**src/design/otwr_pkg.sv**
```systemverilog
`default_nettype none

package otwr_pkg;

    localparam int unsigned CountW   = 10;
    localparam int unsigned CfgIdxW  = 3;
    localparam int unsigned CfgDataW = 10;
    localparam int unsigned TempW    = 7;

    localparam logic [7:0] CmdSkipRom  = 8'hCC;
    localparam logic [7:0] CmdConvert  = 8'h44;
    localparam logic [7:0] CmdReadPad  = 8'hBE;

    typedef enum logic [2:0] {
        PH_IDLE     = 3'd0,
        PH_RST_LOW  = 3'd1,
        PH_RST_WAIT = 3'd2,
        PH_RST_TAIL = 3'd3,
        PH_SLOT_LOW = 3'd4,
        PH_WR_BODY  = 3'd5,
        PH_RD_WAIT  = 3'd6,
        PH_RD_TAIL  = 3'd7
    } phase_t;

    typedef enum logic [2:0] {
        STEP_SKIP1    = 3'd0,
        STEP_CONVERT  = 3'd1,
        STEP_POLL     = 3'd2,
        STEP_SKIP2    = 3'd3,
        STEP_READ_CMD = 3'd4,
        STEP_READ_LO  = 3'd5,
        STEP_READ_HI  = 3'd6
    } step_t;

    typedef enum logic [CfgIdxW-1:0] {
        REG_RESET_LOW   = 3'd0,
        REG_PRES_WAIT   = 3'd1,
        REG_RESET_TAIL  = 3'd2,
        REG_WR_SLOT     = 3'd3,
        REG_RD_SAMPLE   = 3'd4,
        REG_RD_TAIL     = 3'd5
    } cfg_reg_t;

    typedef struct packed {
        logic start_req;
        logic line_level;
    } in_item_t;

    typedef struct packed {
        logic             drive_low;
        logic             busy_res;
        logic             done_res;
        logic             no_device;
        logic [TempW-1:0] temperature;
    } out_item_t;

    typedef struct packed {
        logic [9:0] reset_low_time;
        logic [7:0] presence_wait;
        logic [9:0] reset_tail;
        logic [7:0] write_slot_time;
        logic [5:0] read_sample_time;
        logic [7:0] read_tail;
    } cfg_t;

    function automatic logic [7:0] cmd_byte(input step_t s);
        logic [7:0] b;
        unique case (s)
            STEP_SKIP1:    b = CmdSkipRom;
            STEP_CONVERT:  b = CmdConvert;
            STEP_SKIP2:    b = CmdSkipRom;
            STEP_READ_CMD: b = CmdReadPad;
            default:       b = 8'h00;
        endcase
        return b;
    endfunction

    function automatic logic is_write_step(input step_t s);
        return (s == STEP_SKIP1) || (s == STEP_CONVERT) ||
               (s == STEP_SKIP2) || (s == STEP_READ_CMD);
    endfunction

    // zero duration acts as one microsecond
    function automatic logic [CountW-1:0] span(input logic [CountW-1:0] v);
        return (v == '0) ? CountW'(1) : v;
    endfunction

endpackage

`default_nettype wire

```
**src/design/otwr_cfg.sv**
```systemverilog
`default_nettype none

module otwr_cfg (
    input  wire logic                            aclk,
    input  wire logic                            aresetn,
    input  wire logic                            cfg_valid,
    output logic                                 cfg_ready,
    input  wire logic [otwr_pkg::CfgIdxW-1:0]    cfg_index,
    input  wire logic [otwr_pkg::CfgDataW-1:0]   cfg_data,
    output otwr_pkg::cfg_t                       cfg
);

    otwr_pkg::cfg_t cfg_reg;
    otwr_pkg::cfg_t cfg_next;

    assign cfg_ready = 1'b1;
    assign cfg       = cfg_reg;

    always_comb begin
        cfg_next = cfg_reg;
        if (cfg_valid) begin
            unique case (otwr_pkg::cfg_reg_t'(cfg_index))
                otwr_pkg::REG_RESET_LOW:  cfg_next.reset_low_time   = cfg_data;
                otwr_pkg::REG_PRES_WAIT:  cfg_next.presence_wait    = cfg_data[7:0];
                otwr_pkg::REG_RESET_TAIL: cfg_next.reset_tail       = cfg_data;
                otwr_pkg::REG_WR_SLOT:    cfg_next.write_slot_time  = cfg_data[7:0];
                otwr_pkg::REG_RD_SAMPLE:  cfg_next.read_sample_time = cfg_data[5:0];
                otwr_pkg::REG_RD_TAIL:    cfg_next.read_tail        = cfg_data[7:0];
                default: ;
            endcase
        end
    end

    always_ff @(posedge aclk) begin
        if (!aresetn) begin
            cfg_reg.reset_low_time   <= 10'd480;
            cfg_reg.presence_wait    <= 8'd100;
            cfg_reg.reset_tail       <= 10'd380;
            cfg_reg.write_slot_time  <= 8'd60;
            cfg_reg.read_sample_time <= 6'd14;
            cfg_reg.read_tail        <= 8'd45;
        end else begin
            cfg_reg <= cfg_next;
        end
    end

endmodule

`default_nettype wire

```
**src/design/otwr_core.sv**
```systemverilog
`default_nettype none

module otwr_core (
    input  wire logic                aclk,
    input  wire logic                aresetn,
    input  wire logic                step_en,
    input  wire otwr_pkg::in_item_t  in_item,
    input  wire otwr_pkg::cfg_t      cfg,
    output otwr_pkg::out_item_t      out_item
);

    localparam int unsigned CW = otwr_pkg::CountW;

    otwr_pkg::phase_t          phase_reg, phase_next;
    logic [CW-1:0]             count_reg, count_next;
    logic [2:0]                bit_reg, bit_next;
    otwr_pkg::step_t           step_reg, step_next;
    logic [7:0]                shift_reg, shift_next;
    logic [7:0]                low_reg, low_next;
    logic [otwr_pkg::TempW-1:0] temp_reg, temp_next;
    logic                      sample_reg, sample_next;

    logic                      fin;
    logic                      fin_report;
    logic                      fin_error;

    logic [CW-1:0] inc;
    logic [CW-1:0] lim_rst_low, lim_pres, lim_rst_tail, lim_wr, lim_rd_smp, lim_rd_tail;

    assign inc          = count_reg + CW'(1);
    assign lim_rst_low  = otwr_pkg::span(cfg.reset_low_time);
    assign lim_pres     = otwr_pkg::span({2'b00, cfg.presence_wait});
    assign lim_rst_tail = otwr_pkg::span(cfg.reset_tail);
    assign lim_wr       = otwr_pkg::span({2'b00, cfg.write_slot_time});
    assign lim_rd_smp   = otwr_pkg::span({4'b0000, cfg.read_sample_time});
    assign lim_rd_tail  = otwr_pkg::span({2'b00, cfg.read_tail});

    // next state
    always_comb begin
        logic       slot_end;
        logic [2:0] bit_inc;
        logic [7:0] shifted;
        otwr_pkg::step_t go_step;
        logic       go;

        phase_next  = phase_reg;
        count_next  = count_reg;
        bit_next    = bit_reg;
        step_next   = step_reg;
        shift_next  = shift_reg;
        low_next    = low_reg;
        temp_next   = temp_reg;
        sample_next = sample_reg;
        fin         = 1'b0;
        fin_report  = 1'b0;
        fin_error   = 1'b0;
        slot_end    = 1'b0;
        go          = 1'b0;
        go_step     = otwr_pkg::STEP_SKIP1;
        bit_inc     = bit_reg + 3'd1;

        unique case (phase_reg)
            otwr_pkg::PH_IDLE: begin
                if (in_item.start_req) begin
                    step_next  = otwr_pkg::STEP_SKIP1;
                    phase_next = otwr_pkg::PH_RST_LOW;
                    count_next = '0;
                end
            end
            otwr_pkg::PH_RST_LOW: begin
                count_next = inc;
                if (inc >= lim_rst_low) begin
                    phase_next = otwr_pkg::PH_RST_WAIT;
                    count_next = '0;
                end
            end
            otwr_pkg::PH_RST_WAIT: begin
                count_next = inc;
                if (inc >= lim_pres) begin
                    phase_next = otwr_pkg::PH_RST_TAIL;
                    count_next = '0;
                end
            end
            otwr_pkg::PH_RST_TAIL: begin
                if (count_reg == '0) begin
                    sample_next = in_item.line_level;
                end
                count_next = inc;
                if (inc >= lim_rst_tail) begin
                    if (step_reg == otwr_pkg::STEP_SKIP1) begin
                        if (sample_next) begin
                            fin        = 1'b1;
                            fin_report = 1'b1;
                            fin_error  = 1'b1;
                        end else begin
                            go      = 1'b1;
                            go_step = otwr_pkg::STEP_SKIP1;
                        end
                    end else begin
                        go      = 1'b1;
                        go_step = otwr_pkg::STEP_SKIP2;
                    end
                end
            end
            otwr_pkg::PH_SLOT_LOW: begin
                phase_next = otwr_pkg::is_write_step(step_reg) ? otwr_pkg::PH_WR_BODY
                                                              : otwr_pkg::PH_RD_WAIT;
                count_next = '0;
            end
            otwr_pkg::PH_WR_BODY: begin
                count_next = inc;
                slot_end   = (inc >= lim_wr);
            end
            otwr_pkg::PH_RD_WAIT: begin
                count_next = inc;
                if (inc >= lim_rd_smp) begin
                    phase_next = otwr_pkg::PH_RD_TAIL;
                    count_next = '0;
                end
            end
            otwr_pkg::PH_RD_TAIL: begin
                if (count_reg == '0) begin
                    sample_next = in_item.line_level;
                end
                count_next = inc;
                slot_end   = (inc >= lim_rd_tail);
            end
        endcase

        shifted = {sample_next, shift_reg[7:1]};

        if (slot_end) begin
            if (otwr_pkg::is_write_step(step_reg)) begin
                shift_next = {1'b0, shift_reg[7:1]};
                if (bit_inc != 3'd0) begin
                    bit_next   = bit_inc;
                    phase_next = otwr_pkg::PH_SLOT_LOW;
                    count_next = '0;
                end else begin
                    go = 1'b1;
                    unique case (step_reg)
                        otwr_pkg::STEP_SKIP1:   go_step = otwr_pkg::STEP_CONVERT;
                        otwr_pkg::STEP_CONVERT: go_step = otwr_pkg::STEP_POLL;
                        otwr_pkg::STEP_SKIP2:   go_step = otwr_pkg::STEP_READ_CMD;
                        default:                go_step = otwr_pkg::STEP_READ_LO;
                    endcase
                end
            end else if (step_reg == otwr_pkg::STEP_POLL) begin
                count_next = '0;
                if (sample_next) begin
                    step_next  = otwr_pkg::STEP_SKIP2;
                    phase_next = otwr_pkg::PH_RST_LOW;
                end else begin
                    phase_next = otwr_pkg::PH_SLOT_LOW;
                end
            end else if (step_reg == otwr_pkg::STEP_READ_LO ||
                         step_reg == otwr_pkg::STEP_READ_HI) begin
                shift_next = shifted;
                bit_next   = bit_inc;
                if (bit_inc != 3'd0) begin
                    phase_next = otwr_pkg::PH_SLOT_LOW;
                    count_next = '0;
                end else if (step_reg == otwr_pkg::STEP_READ_LO) begin
                    low_next = shifted;
                    go       = 1'b1;
                    go_step  = otwr_pkg::STEP_READ_HI;
                end else begin
                    // only the low byte reaches the 7-bit result
                    temp_next  = low_reg[7:1];
                    fin        = 1'b1;
                    fin_report = 1'b1;
                end
            end else begin
                fin = 1'b1;
            end
        end

        if (go) begin
            step_next  = go_step;
            bit_next   = 3'd0;
            shift_next = otwr_pkg::cmd_byte(go_step);
            phase_next = otwr_pkg::PH_SLOT_LOW;
            count_next = '0;
        end

        if (fin) begin
            phase_next = otwr_pkg::PH_IDLE;
            count_next = '0;
        end
    end

    // result
    always_comb begin
        out_item = '0;
        unique case (phase_reg)
            otwr_pkg::PH_RST_LOW,
            otwr_pkg::PH_SLOT_LOW: out_item.drive_low = 1'b1;
            otwr_pkg::PH_WR_BODY:  out_item.drive_low = ~shift_reg[0];
            default:               out_item.drive_low = 1'b0;
        endcase
        if (phase_reg == otwr_pkg::PH_IDLE) begin
            out_item.busy_res = in_item.start_req;
        end else begin
            out_item.busy_res = ~fin;
        end
        out_item.done_res    = fin_report;
        out_item.no_device   = fin_report & fin_error;
        out_item.temperature = (fin_report && !fin_error) ? temp_next : '0;
    end

    always_ff @(posedge aclk) begin
        if (!aresetn) begin
            phase_reg  <= otwr_pkg::PH_IDLE;
            count_reg  <= '0;
            bit_reg    <= '0;
            step_reg   <= otwr_pkg::STEP_SKIP1;
            shift_reg  <= '0;
            low_reg    <= '0;
            temp_reg   <= '0;
            sample_reg <= 1'b0;
        end else if (step_en) begin
            phase_reg  <= phase_next;
            count_reg  <= count_next;
            bit_reg    <= bit_next;
            step_reg   <= step_next;
            shift_reg  <= shift_next;
            low_reg    <= low_next;
            temp_reg   <= temp_next;
            sample_reg <= sample_next;
        end
    end

endmodule

`default_nettype wire

```
**src/design/otwr_out.sv**
```systemverilog
`default_nettype none

module otwr_out (
    input  wire logic                 aclk,
    input  wire logic                 aresetn,
    input  wire logic                 push,
    output logic                      push_ready,
    input  wire otwr_pkg::out_item_t  push_item,
    output logic                      m_valid,
    input  wire logic                 m_ready,
    output otwr_pkg::out_item_t       m_item
);

    otwr_pkg::out_item_t main_reg, main_next;
    otwr_pkg::out_item_t skid_reg, skid_next;
    logic                main_valid_reg, main_valid_next;
    logic                skid_valid_reg, skid_valid_next;
    logic                pop;

    assign pop        = main_valid_reg & m_ready;
    assign push_ready = ~skid_valid_reg;
    assign m_valid    = main_valid_reg;
    assign m_item     = main_reg;

    always_comb begin
        main_next       = main_reg;
        skid_next       = skid_reg;
        main_valid_next = main_valid_reg;
        skid_valid_next = skid_valid_reg;
        if (skid_valid_reg) begin
            if (pop) begin
                main_next       = skid_reg;
                skid_valid_next = 1'b0;
            end
        end else if (push) begin
            if (!main_valid_reg || pop) begin
                main_next       = push_item;
                main_valid_next = 1'b1;
            end else begin
                skid_next       = push_item;
                skid_valid_next = 1'b1;
            end
        end else if (pop) begin
            main_valid_next = 1'b0;
        end
    end

    always_ff @(posedge aclk) begin
        if (!aresetn) begin
            main_valid_reg <= 1'b0;
            skid_valid_reg <= 1'b0;
        end else begin
            main_valid_reg <= main_valid_next;
            skid_valid_reg <= skid_valid_next;
        end
    end

    always_ff @(posedge aclk) begin
        main_reg <= main_next;
        skid_reg <= skid_next;
    end

endmodule

`default_nettype wire

```
**src/design/one_wire_temperature_reader_top.sv**
```systemverilog
// channel   ports                              payload
// s_        s_valid s_ready s_item             start_req, line_level (one microsecond tick)
// m_        m_valid m_ready m_item             drive_low, busy_res, done_res, no_device,
//                                              temperature
// cfg_      cfg_valid cfg_ready cfg_index      cfg_data, six timing registers
//
// one tick is taken per clock while s_ready is high; its result is registered in the output buffer
// a two-entry output buffer keeps s_ready high while one result waits on m_ready
// s_ready drops only when both entries are full
// aresetn is synchronous, active low; timing registers return to their defaults
// cfg_ready is always high
`default_nettype none

module one_wire_temperature_reader_top (
    input  wire logic                            aclk,
    input  wire logic                            aresetn,
    input  wire logic                            s_valid,
    output logic                                 s_ready,
    input  wire otwr_pkg::in_item_t              s_item,
    output logic                                 m_valid,
    input  wire logic                            m_ready,
    output otwr_pkg::out_item_t                  m_item,
    input  wire logic                            cfg_valid,
    output logic                                 cfg_ready,
    input  wire logic [otwr_pkg::CfgIdxW-1:0]    cfg_index,
    input  wire logic [otwr_pkg::CfgDataW-1:0]   cfg_data
);

    otwr_pkg::cfg_t      cfg;
    otwr_pkg::out_item_t result;
    logic                accept;

    assign accept = s_valid & s_ready;

    otwr_cfg u_cfg (
        .aclk      (aclk),
        .aresetn   (aresetn),
        .cfg_valid (cfg_valid),
        .cfg_ready (cfg_ready),
        .cfg_index (cfg_index),
        .cfg_data  (cfg_data),
        .cfg       (cfg)
    );

    otwr_core u_core (
        .aclk     (aclk),
        .aresetn  (aresetn),
        .step_en  (accept),
        .in_item  (s_item),
        .cfg      (cfg),
        .out_item (result)
    );

    otwr_out u_out (
        .aclk       (aclk),
        .aresetn    (aresetn),
        .push       (accept),
        .push_ready (s_ready),
        .push_item  (result),
        .m_valid    (m_valid),
        .m_ready    (m_ready),
        .m_item     (m_item)
    );

endmodule

`default_nettype wire
```
**config.mk**
```make
export PLATFORM = sky130hd
export DESIGN_NAME = one_wire_temperature_reader_top
export DESIGN_NICKNAME = d
export VERILOG_FILES = /design/src/design/otwr_pkg.sv /design/src/design/otwr_cfg.sv /design/src/design/otwr_core.sv /design/src/design/otwr_out.sv /design/src/design/one_wire_temperature_reader_top.sv
export SDC_FILE = /design/constraint.sdc
export NUM_CORES = 1
export LEC_CHECK = 0
export ABC_CLOCK_PERIOD_IN_PS = 3350
export BUFFER_PORTS_ARGS = -buffer_cell sky130_fd_sc_hd__buf_2
export CAP_MARGIN = 20
export CORE_MARGIN = 2
export CORE_UTILIZATION = 45
export CTS_CLUSTER_DIAMETER = 80
export DETAILED_ROUTE_END_ITERATION = 12
export SYNTH_ARGS = -nofsm -noshare
export SYNTH_HDL_FRONTEND = slang
export SYNTH_HIERARCHICAL = 1
export SYNTH_SLANG_ARGS = --single-unit
```
**constraint.sdc**
```tcl
create_clock -name aclk -period 3.35 [get_ports aclk]
set_input_delay 0 -clock aclk [delete_from_list [all_inputs] [get_ports aclk]]
set_output_delay 0 -clock aclk [all_outputs]
set_load 0.03 [all_outputs]
```
* After elaboration in Yosys (flattened, before gate mapping) *
Cells that the tools add are included.

word-level totals
  flip-flop bits (word level) = 117

operators by class
  add/subtract/negate cells = 2
  order comparisons = 6
  equal/unequal tests = 25
  mux-type cells = 111
  bitwise gates (word level) = 10
  reductions and logical operators = 40

operators with widths
  cell                                           number
  2-to-1 mux 10 bit                              13
  2-to-1 mux 3 bit                               34
  2-to-1 mux 8 bit                               8
  greater-or-equal comparator 10 bit             6
  case mux 10 bit (6 select lines)               1
  2-to-1 mux 7 bit                               7
  2-to-1 mux 11 bit                              4
  2-to-1 mux 1 bit                               35
  == test 3 bit, second input constant           10
  zero test 10 bit                               3
  zero test 8 bit                                3
  case mux 8 bit (3 select lines)                1
  == test 3 x 2 -> 1 bit, second input constant  7
  case mux 3 bit (5 select lines)                1
  == test 3 x 1 -> 1 bit, second input constant  4
  zero test 3 bit                                4
  AND reduction 2 bit                            6
  adder 10 x 1 -> 10 bit, second input constant  1
  case mux 3 bit (3 select lines)                1
  AND reduction 3 bit                            3
  nonzero test 2 bit                             4
  inverter 1 bit                                 7
  AND reduction 7 bit                            1
  zero test 6 bit                                1
  17 further kinds                               29

* Logic depth before layout (Yosys ltp) *
Gate-level depths: netlist (run 1).

  depth after elaboration = 18
  depth in mapped cells = 14
  mapped depth without buffers = 12

* Cells and area by module *
Netlist (run 1), hierarchy kept.

modules (own cells, without submodules)
  module                           instances  cells an instance  area each (um2)
  otwr_core                        1          484                3629.7
  otwr_cfg                         1          192                2004.4
  otwr_out                         1          49                 954.7
  one_wire_temperature_reader_top  1          1                  6.3

* Worst setup path before layout (run 1) *
No wires, ideal clock.

  path type = reg2reg
  start = reg u_core.count_reg[0]
  end = reg u_out.main_reg (netlist bit u_out/m_item[8]) (data pin)
  data arrival time = 3.339 ns
  path slack = -0.250 ns
  cell stages (with the launch flop) = 14
  clock period less this slack = 3.600 ns
  cells stage by stage = dfxtp_1 > ha_1 > nand3_1 > xnor2_1 > ha_1 > a21o_1 > a2111oi_1 > o21ai_1 > o2bb2ai_1 > nor2_1 > nor3_1 > o21a_1 > buf_4 > mux2_4

RTL lines
  element                 line              text
  start, declared         otwr_core.sv:15   logic [CW-1:0] count_reg, count_next;
  start signal, assigned  otwr_core.sv:223  count_reg <= count_next;
  end signal, assigned    otwr_out.sv:59    main_reg <= main_next;
  end, declared           otwr_out.sv:14    otwr_pkg::out_item_t main_reg, main_next;

==> results of run 1 <==
per-layer routing:
metal	vias up	track usage, %	wire length [um]
met1	2603	27.37	7716
met4	0	6.993	301
li1	2725	-	-
met5	-	0	0
met3	23	3.124	610
met2	123	38.43	8357
through the flow:
stage	hold slack, ns	worst slack, ns	power [mW]	std cells	utilization, %
4_1_cts	0.06349	0.01771	2.777	972	52.41
5_1_grt	0.09117	-0.01450	2.856	973	53.24
3_3_place_gp	0.2132	-0.09013	1.686	945	49.27
3_5_place_dp	0.2214	-0.1118	1.693	945	49.27
2_1_floorplan	0.09717	0.003199	1.602	726	-
6_report	0.07139	0.09932	2.759	973	53.24
worst max-delay path, delay by kind of cell (launching register included):
kind | cells | cell delay [ns]
AO/OA/AOI/OAI | 4 | 1.04
XOR/XNOR | 1 | 0.16
adder cells (fa/ha/maj) | 1 | 0.30
buffers and inverters | 1 | 0.18
flip-flops | 1 | 0.41
multiplexers | 1 | 0.26
AND/OR/NAND/NOR | 3 | 0.64
cells in the final DEF, fill, tap and decap left out, drive strengths merged, types with 4 or more instances in the layout:
master / n
o2111ai: 4
and2: 12
mux2i: 53
dfxtp: 87
nand4b: 4
edfxtp: 22
o211ai: 4
or3: 6
nand2: 81
nor2: 28
o21ai: 30
inv: 66
a211oi: 9
clkbuf: 9
dlygate4sd3: 11
nor3: 17
a41o: 6
nand3: 21
buf: 73
a22o: 5
a21oi: 30
nor4: 9
a31oi: 10
mux2: 12
nand2b: 7
o21a: 7
nor2b: 39
a2111oi: 5
ha: 54
xnor2: 5
o31ai: 4
final timing paths:
check | startpoint | end | cells past startpoint
max | u_core/count_reg[3]$_SDFFE_PN0P_ | u_out/m_item[4]$_DFFE_PP_ | 11
min | cfg_index[1] | u_cfg/cfg[47]$_SDFFE_PN1P_ | 3
max reg2reg | u_core/count_reg[3]$_SDFFE_PN0P_ | u_out/m_item[4]$_DFFE_PP_ | 11
min reg2reg | u_core/low_reg[3]$_SDFFE_PN0P_ | u_core/low_reg[3]$_SDFFE_PN0P_ | 2
final cells by class:
class                   count  area [um2]
clock buffers               9       225.2
clock inverters             7       73.82
fillers                  1323        6744
inverters                  61       229.0
multi-input cells         519        3934
flip-flops and latches    109        2410
well taps                 184       230.2
repair buffers             84       578.1
power by group:
part	internal, mW	switching (mW)	leakage, nW	total (mW)
logic	0.106	0.175	2.27	0.282
registers	1.37	0.0221	0.931	1.39
clock network	0.532	0.552	0.148	1.08
total	2.01	0.749	3.35	2.76
logic make-up (layout without fill, tap and decap cells):
group,Yosys count,in the layout
compound gates,149,149
xor+xnor,7,7
fa+ha+maj,54,54
buf+inv,98,161
flops,109,109
mux,65,65
other cells,1,1
simple gates,243,243
what timing repair did:
item                       4_1_cts  5_1_grt
setup endpoints to repair       23       42
buffers inserted                 0        1
hold endpoints to repair        21        0
pin swaps                        0        1
gates resized for setup          8       25
hold buffers                    11        0
==> impl_metrics.tcl, run 1 <==
set metrics [dict create \
    reg2reg_setup_slack_ns 0.1 \
    mappedNetlistNets 800 \
    cts_root_buf "clkbuf_16" \
    drc 0 \
    postSynthAreaPerCell_um2 9.084 \
    finalClockSkew_ns 0.01048 \
    clock_tree.buffer_depth 2 \
    post-synth-top-count-cell "dfxtp_1" \
    overflow 0 \
    setup_tns_ns 0 \
    worstPathRequired_ns 3.47 \
    edff_count_synth 22 \
    layout_worst_path_cycle_share_pct 97.04 \
    synth_fa_ha_area_share_pct 10.24 \
    starting_density_of_the_core_pct 45.72 \
    grt_pass1_vias 5480 \
    timing.final.max_slew_violations 0 \
    sequential_to_total_area_share_from_yosys_stat_pct 36.43 \
    largest_register_ffs 50 \
    first_pass_grt_wire_length_um 27770 \
    synth.cell_area_um2 6595 \
    ys_async_sr_fraction_pct 0 \
    setup_repair_after_global_routing_missed_its_margin "true" \
    antenna_cells_inserted 0 \
    worst-path-max-fanout 7 \
    dr_vias_cell 5.626 \
    postLayoutCellArea_um2 7680 \
    ys_top_cells_by_count "87 x dfxtp_1, 81 x nand2_1, 61 x inv_1" \
    routedWlPerCell_um 17.46 \
    synthSimpleGateAreaFrac_pct 19.10 \
    route.final.wire_length_um 16990 \
    ctsHtreeMaxLevel 3 \
    drt-initial-drc-count 274 \
    syn2layout_area_growth_pct 16.45 \
    final-setup-viol-count 0 \
    slowest_delay_ns 0.41 \
    clk_pin_slew_ns 0.08 \
    critical_path_arrival_ns 3.37 \
    fin_hold_viols 0 \
    startpoint_type "flop" \
    initial_antenna_violation_count 0 \
    power_density_nw_per_um2 359.2 \
    gp_routability_congestion 0.9168 \
    max_cap_viol_count 0 \
    worst_skew_pair.late_latency_ns 0.36 \
    vdd_ir_drop_max_uv 323.6 \
    cts.sinks 109 \
    synth.ff_latch_count 109 \
    yosys_warnings 6 \
    yosys.area.top_type "dfxtp_1" \
    cpMaxStageDelayCell "dfxtp_2" \
    worstHoldPathType "in2reg" \
    rows 44 \
    routed-via-count 5474 \
    dpl-instance-area_um2 7107 \
    hpwl_um 12730 \
    post_synth_xor_area_fraction_pct 0.9296 \
    drt_first_pass_iters 4 \
    cp-end-kind "flop" \
    pin_count_of_the_biggest_net_entering_global_routing 97 \
    io_pins 34 \
    worstMarginPinSlew_ns 1.033 \
    detail-route-antenna-nets 0 \
    port-buffer-count 32 \
    design.die.area_um2 15640 \
    synth_top_family_by_area "simple AND/OR/NAND/NOR gates" \
    synthTopCellsByArea "dfxtp_1 26%, ha_1 10%, edfxtp_1 10%" \
    synth_top_area_share_pct 26.41 \
    core_um2 14420 \
    power.static_leakage_nw 3.345 \
    die_h_um 125.1 \
    run_status "completed" \
    slew_headroom_pct 30.21 \
    post-route-min-period_ns 3.251 \
    timing.critical_path.cells "and4_1 -> nand2_1 -> xnor2_1 -> buf_4 -> ha_1 -> o21a_1 -> o211ai_1 -> a2bb2oi_4 -> a2111oi_4 -> and2_1 -> mux2_2" \
    netlist-cell-type-count 76 \
    numCtsBuffers 9 \
    cts_tree "yes" \
    dominantRegCellSynth "dfxtp_1" \
    synth-compound-area-share_pct 16.33 \
    global_route.usage.total_pct 21.75 \
    syn-instance-count 726 \
    synthMuxAreaShare_pct 10.49 \
    dieWidth_um 125.1 \
    max_clock_freq_mhz 307.6 \
    worstSetupPathType "reg2reg" \
    num-nets-final 858 \
    layout-drive-gt1-share_pct 18.00 \
]
Power figures use the tool's default switching activity.
==> run 2: changes to the inputs <==
--- a/config.mk
+++ b/config.mk
@@ -14,5 +14,4 @@
 export DETAILED_ROUTE_END_ITERATION = 12
 export SYNTH_ARGS = -nofsm -noshare
 export SYNTH_HDL_FRONTEND = slang
-export SYNTH_HIERARCHICAL = 1
 export SYNTH_SLANG_ARGS = --single-unit
==> run 2 against run 1 <==
- register-to-register slack improved by 0.02 ns
- cell area fell by 5.0%
- first-iteration DRC count fell by 17%
- clock skew rose by 0.0017 ns
- routed wire length fell by 5.5%
- non-clock buffer count rose by 5
- power fell by 1.5%
- sequential cell count did not move
- via count fell by 2.5%
- clock-buffer cell count did not move
- critical endpoint is now u_out.m_item[9]$_DFFE_PP_
==> impl_metrics.tcl, run 2 <==
set metrics [dict create \
    design.die.area_um2 14550 \
    grt_use_met1_pct 29.07 \
    largest_register_ffs 50 \
    gr-max-usage-layer "met2" \
    cts.sinks 109 \
    vdd_ir_drop_max_uv 230.4 \
    drt_first_pass_iters 4 \
    postLayoutCoreUtil_pct 55.09 \
    worstSetupPathType "reg2reg" \
    dominantRegCellSynth "dfxtp_1" \
    power.static_leakage_nw 3.180 \
    post-synth-top-count-cell "nand2_1" \
    numCtsBuffers 9 \
    postLayoutCellArea_um2 7296 \
    synth.ff_latch_count 109 \
    fin_hold_viols 0 \
    antenna_cells_inserted 0 \
    ctsHtreeMaxLevel 3 \
    gp_routability_congestion 0.9272 \
    routedWlPerCell_um 16.97 \
    cts_tree "yes" \
    starting_density_of_the_core_pct 46.20 \
    worstHoldPathType "in2reg" \
    layout_worst_path_cycle_share_pct 96.34 \
    postSynthAreaPerCell_um2 8.829 \
    final-setup-viol-count 0 \
    syn2layout_area_growth_pct 19.24 \
    final_setup_margin_ns 0.1226 \
    routed-via-count 5339 \
    power_density_nw_per_um2 372.3 \
    pin_count_of_the_biggest_net_entering_global_routing 46 \
    setup_tns_ns 0 \
    run_status "completed" \
    number_of_placed_instances_with_taps_included 914 \
    finalClockSkew_ns 0.01215 \
    ys_async_sr_fraction_pct 0 \
    mappedNetlistNets 767 \
    dieWidth_um 120.6 \
    yosys.area.top_type "dfxtp_1" \
    synth_fa_ha_area_share_pct 11.04 \
    non_filler_instances 946 \
    synth-compound-area-share_pct 18.69 \
    initial_antenna_violation_count 0 \
    max_cap_viol_count 0 \
    timing.hold.ws_ns 0.006072 \
    netlist-cell-type-count 70 \
    mostFrequentLayoutCell "nand2_1" \
    io_pins 34 \
    syn-instance-count 693 \
    global_route.usage.total_pct 22.88 \
    gr-usage-met3_pct 3.726 \
    worst_skew_pair.late_latency_ns 0.37 \
    hpwl_um 11890 \
    yosys_warnings 0 \
    slew_headroom_pct 26.02 \
    post_synth_xor_area_fraction_pct 1.145 \
    grt_pass1_vias 5191 \
    synth_top_family_by_area "simple AND/OR/NAND/NOR gates" \
    startpoint_type "flop" \
    drt-initial-drc-count 228 \
    leading_cell_types_in_the_layout_fill_and_taps_excluded "110 x nand2_1, 84 x dfxtp_1, 59 x inv_1, 52 x ha_1, 47 x buf_4" \
    first_pass_grt_wire_length_um 26340 \
    max_clock_freq_mhz 309.8 \
    ys_top_cells_by_count "111 x nand2_1, 87 x dfxtp_1, 59 x inv_1" \
    die_h_um 120.6 \
    met2_usage_pct 38.56 \
    core_um2 13240 \
    worstMarginPinSlew_ns 1.101 \
    sequential_to_total_area_share_from_yosys_stat_pct 39.26 \
    dr_vias_cell 5.644 \
    synthSimpleGateAreaFrac_pct 19.30 \
    cp-end-kind "flop" \
    synth.cell_area_um2 6118 \
    route.final.wire_length_um 16050 \
    synthMuxAreaShare_pct 4.888 \
    synthTopCellsByArea "dfxtp_1 28%, ha_1 11%, edfxtp_1 11%" \
    detail-route-antenna-nets 0 \
    power.total_mw 2.716 \
    port-buffer-count 32 \
    edff_count_synth 22 \
    minimum_setup_slack_after_placement_ns -0.3617 \
    overflow 0 \
    num-nets-final 839 \
    post-route-min-period_ns 3.227 \
    timing.final.max_slew_violations 0 \
    dpl-instance-area_um2 6714 \
    clk_pin_slew_ns 0.08 \
    clock_tree.buffer_depth 2 \
    synth_top_area_share_pct 28.47 \
    worst-path-max-fanout 4 \
    cts_root_buf "clkbuf_16" \
    critical_path_arrival_ns 3.35 \
    drc 0 \
    rows 42 \
    layout-drive-gt1-share_pct 19.87 \
    worstPathRequired_ns 3.47 \
]
## run 2: final cells by class
class                      count  area (um2)
fill                        1243        5947
clock buffer                   9       225.2
timing repair buffer          89       613.1
tap                          176       220.2
multi-input combinational    496        3530
inverter                      60       225.2
clock inverter                 7       76.32
sequential                   109        2406
## run 2: path summary, 6_finish.rpt
check	start	end	slack, ns	cells after the start
worst max register to register	u_core.count_reg[1]$_SDFFE_PN0P_	u_out.m_item[9]$_DFFE_PP_	0.12	13
worst min-delay path	aresetn	u_core.shift_reg[7]$_SDFFE_PN0P_	0.006	3
worst max-delay path	u_core.count_reg[1]$_SDFFE_PN0P_	u_out.m_item[9]$_DFFE_PP_	0.12	13
worst min register to register	u_cfg.cfg[22]$_SDFFE_PN0P_	u_cfg.cfg[22]$_SDFFE_PN0P_	0.46	2
## run 2: critical path, cell delays in order, from the launching register on
cell and delay (ns):
dfxtp_2 0.37, nand3_1 0.20, xnor2_1 0.49, buf_4 0.24, ha_1 0.15, a21oi_1 0.08
o2111ai_1 0.21, a211oi_2 0.07, buf_4 0.16, buf_4 0.13, nor3b_4 0.22, a31oi_1 0.10
mux2_2 0.30, mux2_4 0.25
## run 2: power by group
part	total (mW)	internal, mW	switching (mW)
clock network	1.08	0.528	0.556
registers	1.39	1.37	0.0202
logic	0.244	0.0874	0.156
total	2.72	1.98	0.732
## run 2: metal layers
| layer | vias up | wire length (um) |
|---|---|---|
| met1 | 2523 | 7223 |
| met2 | 157 | 7611 |
| li1 | 2627 | - |
| met5 | - | 0 |
| met3 | 32 | 723 |
| met4 | 0 | 491 |
## run 2: logic make-up after synthesis
logic type | after synthesis
multiplexers | 28
buffers and inverters | 88
XOR/XNOR | 8
flip-flops | 109
AO/OA/AOI/OAI | 160
adder cells (fa/ha/maj) | 54
other | 1
AND/OR/NAND/NOR | 245
## run 2: what timing repair did
action,in CTS,in global routing
endpoints found under the hold margin,31,0
hold buffers,10,0
gates resized for setup,8,23
setup endpoints to repair,35,41
setup buffers,2,4
pin swaps,2,6
